File: src/rtl/ufd_pkg.sv
// shared types and constants for the ultrasonic frame deframer
`default_nettype none

package ufd_pkg;

    localparam int COUNT_W        = 5;
    localparam int DEF_BUFFER_BYTES = 20;
    localparam int FRAME_BYTES    = 15;
    localparam int NUM_DIST       = 6;
    localparam int DIST_W         = 16;

    localparam logic [7:0] HEAD_FIRST  = 8'hA5;
    localparam logic [7:0] HEAD_SECOND = 8'h5A;

    // first data byte of the distance field
    localparam int DIST_FIRST_BYTE = 2;

    typedef enum logic {
        CMD_DATA = 1'b0,
        CMD_IDLE = 1'b1
    } cmd_t;

    typedef enum logic [1:0] {
        STATUS_OK           = 2'd0,
        STATUS_BAD_LENGTH   = 2'd1,
        STATUS_BAD_HEADER   = 2'd2,
        STATUS_BAD_CHECKSUM = 2'd3
    } frame_status_t;

    typedef logic [NUM_DIST-1:0][DIST_W-1:0] dist_set_t;

endpackage

`default_nettype wire

File: src/rtl/ultrasonic_frame_deframer.sv
// top level: byte counting, header and checksum check, distance hold and result register
`default_nettype none

// Takes one word per cycle: a data byte (cmd 0) or a line-idle mark (cmd 1) that
// closes the frame. Each word is first captured in an input register; a data word
// is then folded into the running count, sums, header flag and staged distances,
// and an idle word, once the result register is free, loads it with status and length
// and updates the held distances on a good frame. A data word yields no result;
// an idle word passes the input and result registers on its way to the m_ side.
// The sustained rate is one word per cycle; it drops only while a finished result
// waits in the result register and another idle word is behind it. Frames longer
// than BUFFER_BYTES keep counting at BUFFER_BYTES and drop the extra bytes.
module ultrasonic_frame_deframer
    import ufd_pkg::*;
#(
    parameter int BUFFER_BYTES = DEF_BUFFER_BYTES
) (
    input  wire logic                 aclk,
    input  wire logic                 aresetn,

    input  wire logic                 s_valid,
    output      logic                 s_ready,
    input  wire logic                 s_cmd,
    input  wire logic [7:0]           s_rx_byte,

    output      logic                 m_valid,
    input  wire logic                 m_ready,
    output      logic [1:0]           m_frame_status,
    output      logic [COUNT_W-1:0]   m_frame_length,
    output      logic [DIST_W-1:0]    m_front_left_distance,
    output      logic [DIST_W-1:0]    m_front_right_distance,
    output      logic [DIST_W-1:0]    m_side_left_distance,
    output      logic [DIST_W-1:0]    m_side_right_distance,
    output      logic [DIST_W-1:0]    m_rear_left_distance,
    output      logic [DIST_W-1:0]    m_rear_right_distance
);

    localparam logic [COUNT_W-1:0] BUF_LIMIT   = COUNT_W'(BUFFER_BYTES);
    localparam logic [COUNT_W-1:0] FRAME_LIMIT = COUNT_W'(FRAME_BYTES);

    // input register
    logic             in_valid_reg;
    cmd_t             in_cmd_reg;
    logic [7:0]       in_byte_reg;

    // frame state
    logic [COUNT_W-1:0] byte_count_reg, byte_count_next;
    logic [7:0]         sum_before_last_reg, sum_before_last_next;
    logic [7:0]         sum_all_reg, sum_all_next;
    logic [7:0]         last_byte_reg, last_byte_next;
    logic               header_good_reg, header_good_next;
    dist_set_t          staged_reg, staged_next;
    dist_set_t          held_reg, held_next;

    // result register
    logic               out_valid_reg, out_valid_next;
    frame_status_t      out_status_reg, status_next;
    logic [COUNT_W-1:0] out_length_reg;

    logic out_free;
    logic consume;
    logic data_fire;
    logic idle_fire;
    logic frame_ok;

    assign out_free  = !out_valid_reg || m_ready;
    assign consume   = in_valid_reg && ((in_cmd_reg == CMD_DATA) || out_free);
    assign data_fire = consume && (in_cmd_reg == CMD_DATA);
    assign idle_fire = consume && (in_cmd_reg == CMD_IDLE);
    assign s_ready   = !in_valid_reg || consume;

    always_ff @(posedge aclk) begin
        if (!aresetn) begin
            in_valid_reg <= 1'b0;
        end else if (s_ready) begin
            in_valid_reg <= s_valid;
        end
    end

    always_ff @(posedge aclk) begin
        if (s_ready && s_valid) begin
            in_cmd_reg  <= cmd_t'(s_cmd);
            in_byte_reg <= s_rx_byte;
        end
    end

    // checks in order: length, header, checksum
    always_comb begin
        priority if (byte_count_reg != FRAME_LIMIT) begin
            status_next = STATUS_BAD_LENGTH;
        end else if (!header_good_reg) begin
            status_next = STATUS_BAD_HEADER;
        end else if (sum_before_last_reg != last_byte_reg) begin
            status_next = STATUS_BAD_CHECKSUM;
        end else begin
            status_next = STATUS_OK;
        end
    end

    assign frame_ok = (status_next == STATUS_OK);

    always_comb begin
        byte_count_next      = byte_count_reg;
        sum_before_last_next = sum_before_last_reg;
        sum_all_next         = sum_all_reg;
        last_byte_next       = last_byte_reg;
        header_good_next     = header_good_reg;
        staged_next          = staged_reg;
        held_next            = held_reg;

        if (idle_fire) begin
            if (frame_ok) begin
                held_next = staged_reg;
            end
            byte_count_next      = '0;
            sum_before_last_next = '0;
            sum_all_next         = '0;
            last_byte_next       = '0;
            header_good_next     = 1'b0;
        end else if (data_fire && (byte_count_reg < BUF_LIMIT)) begin
            if (byte_count_reg == COUNT_W'(0)) begin
                header_good_next = (in_byte_reg == HEAD_FIRST);
            end else if (byte_count_reg == COUNT_W'(1)) begin
                header_good_next = header_good_reg && (in_byte_reg == HEAD_SECOND);
            end
            // big-endian: even byte position is the high half
            for (int i = 0; i < NUM_DIST; i++) begin
                if (byte_count_reg == COUNT_W'(DIST_FIRST_BYTE + 2*i)) begin
                    staged_next[i][15:8] = in_byte_reg;
                end
                if (byte_count_reg == COUNT_W'(DIST_FIRST_BYTE + 2*i + 1)) begin
                    staged_next[i][7:0] = in_byte_reg;
                end
            end
            sum_before_last_next = sum_all_reg;
            sum_all_next         = sum_all_reg + in_byte_reg;
            last_byte_next       = in_byte_reg;
            byte_count_next      = byte_count_reg + COUNT_W'(1);
        end
    end

    always_ff @(posedge aclk) begin
        if (!aresetn) begin
            byte_count_reg      <= '0;
            sum_before_last_reg <= '0;
            sum_all_reg         <= '0;
            last_byte_reg       <= '0;
            header_good_reg     <= 1'b0;
            staged_reg          <= '0;
            held_reg            <= '0;
        end else begin
            byte_count_reg      <= byte_count_next;
            sum_before_last_reg <= sum_before_last_next;
            sum_all_reg         <= sum_all_next;
            last_byte_reg       <= last_byte_next;
            header_good_reg     <= header_good_next;
            staged_reg          <= staged_next;
            held_reg            <= held_next;
        end
    end

    always_comb begin
        if (idle_fire) begin
            out_valid_next = 1'b1;
        end else if (m_ready) begin
            out_valid_next = 1'b0;
        end else begin
            out_valid_next = out_valid_reg;
        end
    end

    always_ff @(posedge aclk) begin
        if (!aresetn) begin
            out_valid_reg <= 1'b0;
        end else begin
            out_valid_reg <= out_valid_next;
        end
    end

    // held distances come straight from held_reg, which only moves on an idle
    always_ff @(posedge aclk) begin
        if (idle_fire) begin
            out_status_reg <= status_next;
            out_length_reg <= byte_count_reg;
        end
    end

    assign m_valid                = out_valid_reg;
    assign m_frame_status         = out_status_reg;
    assign m_frame_length         = out_length_reg;
    assign m_front_left_distance  = held_reg[0];
    assign m_front_right_distance = held_reg[1];
    assign m_side_left_distance   = held_reg[2];
    assign m_side_right_distance  = held_reg[3];
    assign m_rear_left_distance   = held_reg[4];
    assign m_rear_right_distance  = held_reg[5];

    a_count_saturates: assert property (@(posedge aclk) disable iff (!aresetn)
        byte_count_reg <= BUF_LIMIT)
        else $error("byte count above buffer size");

    a_idle_clears_frame: assert property (@(posedge aclk) disable iff (!aresetn)
        idle_fire |=> (byte_count_reg == '0) && !header_good_reg && (sum_all_reg == '0))
        else $error("frame state not cleared after idle");

    a_ok_has_frame_length: assert property (@(posedge aclk) disable iff (!aresetn)
        (out_valid_reg && (out_status_reg == STATUS_OK)) |-> (out_length_reg == FRAME_LIMIT))
        else $error("ok status with wrong frame length");

    a_held_only_on_good_frame: assert property (@(posedge aclk) disable iff (!aresetn)
        !(idle_fire && frame_ok) |=> $stable(held_reg))
        else $error("held distances changed without a good frame");

    a_result_stalls_on_idle: assert property (@(posedge aclk) disable iff (!aresetn)
        (out_valid_reg && !m_ready && in_valid_reg && (in_cmd_reg == CMD_IDLE)) |-> !s_ready)
        else $error("idle word taken while result is stalled");

endmodule

`default_nettype wire

File: config.mk
export PLATFORM = sky130hd
export DESIGN_NAME = ultrasonic_frame_deframer
export DESIGN_NICKNAME = d
export VERILOG_FILES = /design/src/rtl/ufd_pkg.sv /design/src/rtl/ultrasonic_frame_deframer.sv
export SDC_FILE = /design/constraint.sdc
export NUM_CORES = 1
export LEC_CHECK = 0
export CAP_MARGIN = 20
export CORE_UTILIZATION = 40
export DETAILED_ROUTE_END_ITERATION = 12
export DONT_BUFFER_PORTS = 1
export SLEW_MARGIN = 5
export SYNTH_ARGS = -nofsm -noshare
export SYNTH_HDL_FRONTEND = slang
export SYNTH_SLANG_ARGS = --single-unit
export TNS_END_PERCENT = 1
File: constraint.sdc
create_clock -name aclk -period 3.6 [get_ports aclk]
set_input_delay 0.36 -clock aclk [delete_from_list [all_inputs] [get_ports aclk]]
set_output_delay 0.36 -clock aclk [all_outputs]
set_load 0.005 [all_outputs]
==> results.json <==
{
  "yosysSeqAreaShare_pct": 52.51,
  "synth-simple-area-share_pct": 22.60,
  "cts_post_setup_buffers_inserted": 0,
  "synth.ff_latch_count": 240,
  "clkLatencyLatePin_ns": 0.52,
  "fin_crit_sh_pct": 65.18,
  "grt_setup_unrepaired": "no",
  "grt_max_degree": 289,
  "die_x_um": 155.7,
  "ys_types": 43,
  "crit_path_max_fanout": 150,
  "numPortBuffers": 0,
  "grt_pass1_wl_um": 35160,
  "setup_viol": 0,
  "worst_pin_slew_ns": 0.9710,
  "r2r_cells": 7,
  "synth-edff-count": 16,
  "end_kind": "flop",
  "max-vdd-ir-drop_mv": 0.3546,
  "drt_wl_total_um": 21910,
  "synth_flop_cell": "dfxtp_1",
  "synth_top_family_by_area": "simple AND/OR/NAND/NOR gates",
  "htreeDepth": 1,
  "hp-class": "primary input to flop",
  "final_hold_viol_count": 0,
  "synthAdderAreaFrac_pct": 1.800,
  "first_pass_iters": 7,
  "coreArea_sq_um": 22920,
  "avgSynthCellArea_sq_um": 9.057,
  "cp-start-kind": "flop",
  "ys_warn_count": 0,
  "synth_commonest_cells": "224 x dfxtp_1, 198 x nand2_1, 153 x nand3_1, 75 x o21ai_1, 55 x clkbuf_1",
  "fill_cells": 2236,
  "final_antenna_net_count": 0,
  "synth.cell_area_sq_um": 9455,
  "placedInstanceArea_sq_um": 9568,
  "vias": 6827,
  "crit_type": "flop to flop",
  "die_y_um": 155.7,
  "drt_iter0_drc": 575,
  "rows": 55,
  "gp_congestion": 0.7939,
  "grt.total_usage_pct": 18.16,
  "grt_pass1_vias": 6328,
  "hold_buffers": 12,
  "clkTransAtPathRegs_ns": 0.06,
  "grt_overflow": 0,
  "cts_resized": 0,
  "yosysMostFrequentCell": "dfxtp_1",
  "cts_tree": "built",
  "fin_crit_ns": 2.346,
  "ys_async_sr_fraction_pct": 0,
  "largest_reg_flops": 96,
  "nets": 1041,
  "cap_violations": 0,
  "final_max_slew_viol_count": 0,
  "synthMuxAreaShare_pct": 4.446,
  "fmax_mhz": 426.2,
  "yosys-top-cells-area": "dfxtp_1 47%, nand3_1 8.1%, nand2_1 7.9%",
  "start_util_pct": 41.26,
  "final.setup_skew_ns": 0.01169,
  "p_leak_nw": 3.861,
  "syn2layout_area_growth_pct": 11.33,
  "fin_area_sq_um": 10530,
  "status": "finished clean",
  "vias_per_cell": 5.072,
  "clk_path_buf_depth": 3,
  "yosysTopAreaCell": "dfxtp_1",
  "dpl.hpwl_um": 12650,
  "die-area_sq_um": 24260,
  "relSlewSlack_pct": 34.97,
  "syn_inst": 1044,
  "synthesis.nets": 1070,
  "cp.arrival_ns": 2.72,
  "drcViolationCount": 0,
  "wire_per_inst_um": 16.28,
  "antenna_found_initial": 0,
  "numCtsBuffers": 25,
  "synth_compound_area_share_pct": 12.60,
  "p_per_area_nw_per_um2": 519.8,
  "clock-sinks": 240,
  "ios": 118,
  "setup_tns_ns": 0,
  "required_ns": 3.97,
  "hold_path_depth": 2,
  "cts_root_buffer": "clkbuf_16",
  "synth_xor_area_share_pct": 1.112,
  "layout-drive-gt1-share_pct": 6.873,
  "yosysTopAreaCellShare_pct": 47.43,
  "num_antenna_cells": 0
}
[worst max-delay path: stages, from the launching register on]
cell and delay, ns:
dfxtp_1 0.44, ha_1 0.20, and3_1 0.16, ha_1 0.17, nor3b_1 0.18, nor4b_4 0.30
buf_12 0.46, o21ai_0 0.18
[placed cells by master (no fill, tap or decap), drive strengths merged, types with 12 or more instances in the layout]
cell,Yosys,final
buf,23,17
mux2i,42,42
o21ai,103,103
ha,12,12
edfxtp,16,16
a21oi,27,27
clkbuf,62,36
nand2,206,206
nand3,153,153
dlygate4sd3,0,12
nor2,14,14
a21boi,57,57
dfxtp,224,224
nor2b,49,49
[cell families after synthesis]
| group | count (synthesis) |
|---|---|
| adder cells (fa/ha/maj) | 13 |
| flip-flops | 240 |
| XOR/XNOR | 12 |
| buffers and inverters | 94 |
| multiplexers | 42 |
| AO/OA/AOI/OAI | 201 |
| AND/OR/NAND/NOR | 442 |
[routing by layer]
layer	vias up	track usage, %	wire length (um)
li1	3497	-	-
met3	22	4.194	1249
met5	-	0	0
met1	3169	26.25	10840
met2	139	27.46	9518
met4	0	3.782	303
[metrics by stage]
step	std cells	total power [mW]	setup WS, ns	hold slack [ns]	util [%]
floorplan	1044	2.903	1.084	0.4064	-
global placement	1289	2.916	1.323	0.4415	41.75
detailed placement	1289	2.916	1.287	0.4459	41.75
CTS	1346	5.538	1.256	0.008786	45.93
global route	1346	5.671	0.9554	0.02285	45.93
finish	1346	5.472	1.254	0.03218	45.93
[final timing paths]
path                     start                        to  slack, ns
max reg2reg  byte_count_reg[0]  m_rear_right_distance[0]       1.25
min reg2reg     staged_reg[38]   m_side_left_distance[6]       0.45
min                    s_valid              in_valid_reg       0.03
max          byte_count_reg[0]  m_rear_right_distance[0]       1.25
[area by class of cell]
| type | count | area [sq um] | area share, % |
|---|---|---|---|
| Sequential cell | 240 | 4965 | 47.17 |
| Multi-Input combinational cell | 710 | 4038 | 38.36 |
| Clock buffer | 36 | 737.0 | 7.001 |
| Tap cell | 313 | 391.6 | 3.720 |
| Timing Repair Buffer | 29 | 260.3 | 2.472 |
| Clock inverter | 9 | 101.3 | 0.9628 |
| Inverter | 9 | 33.78 | 0.3209 |
[power breakdown]
| part | internal, mW | switching [mW] |
|---|---|---|
| logic | 0.0603 | 0.0945 |
| clock network | 1.56 | 1.04 |
| registers | 2.70 | 0.0147 |
Power figures use the tool's default switching activity.
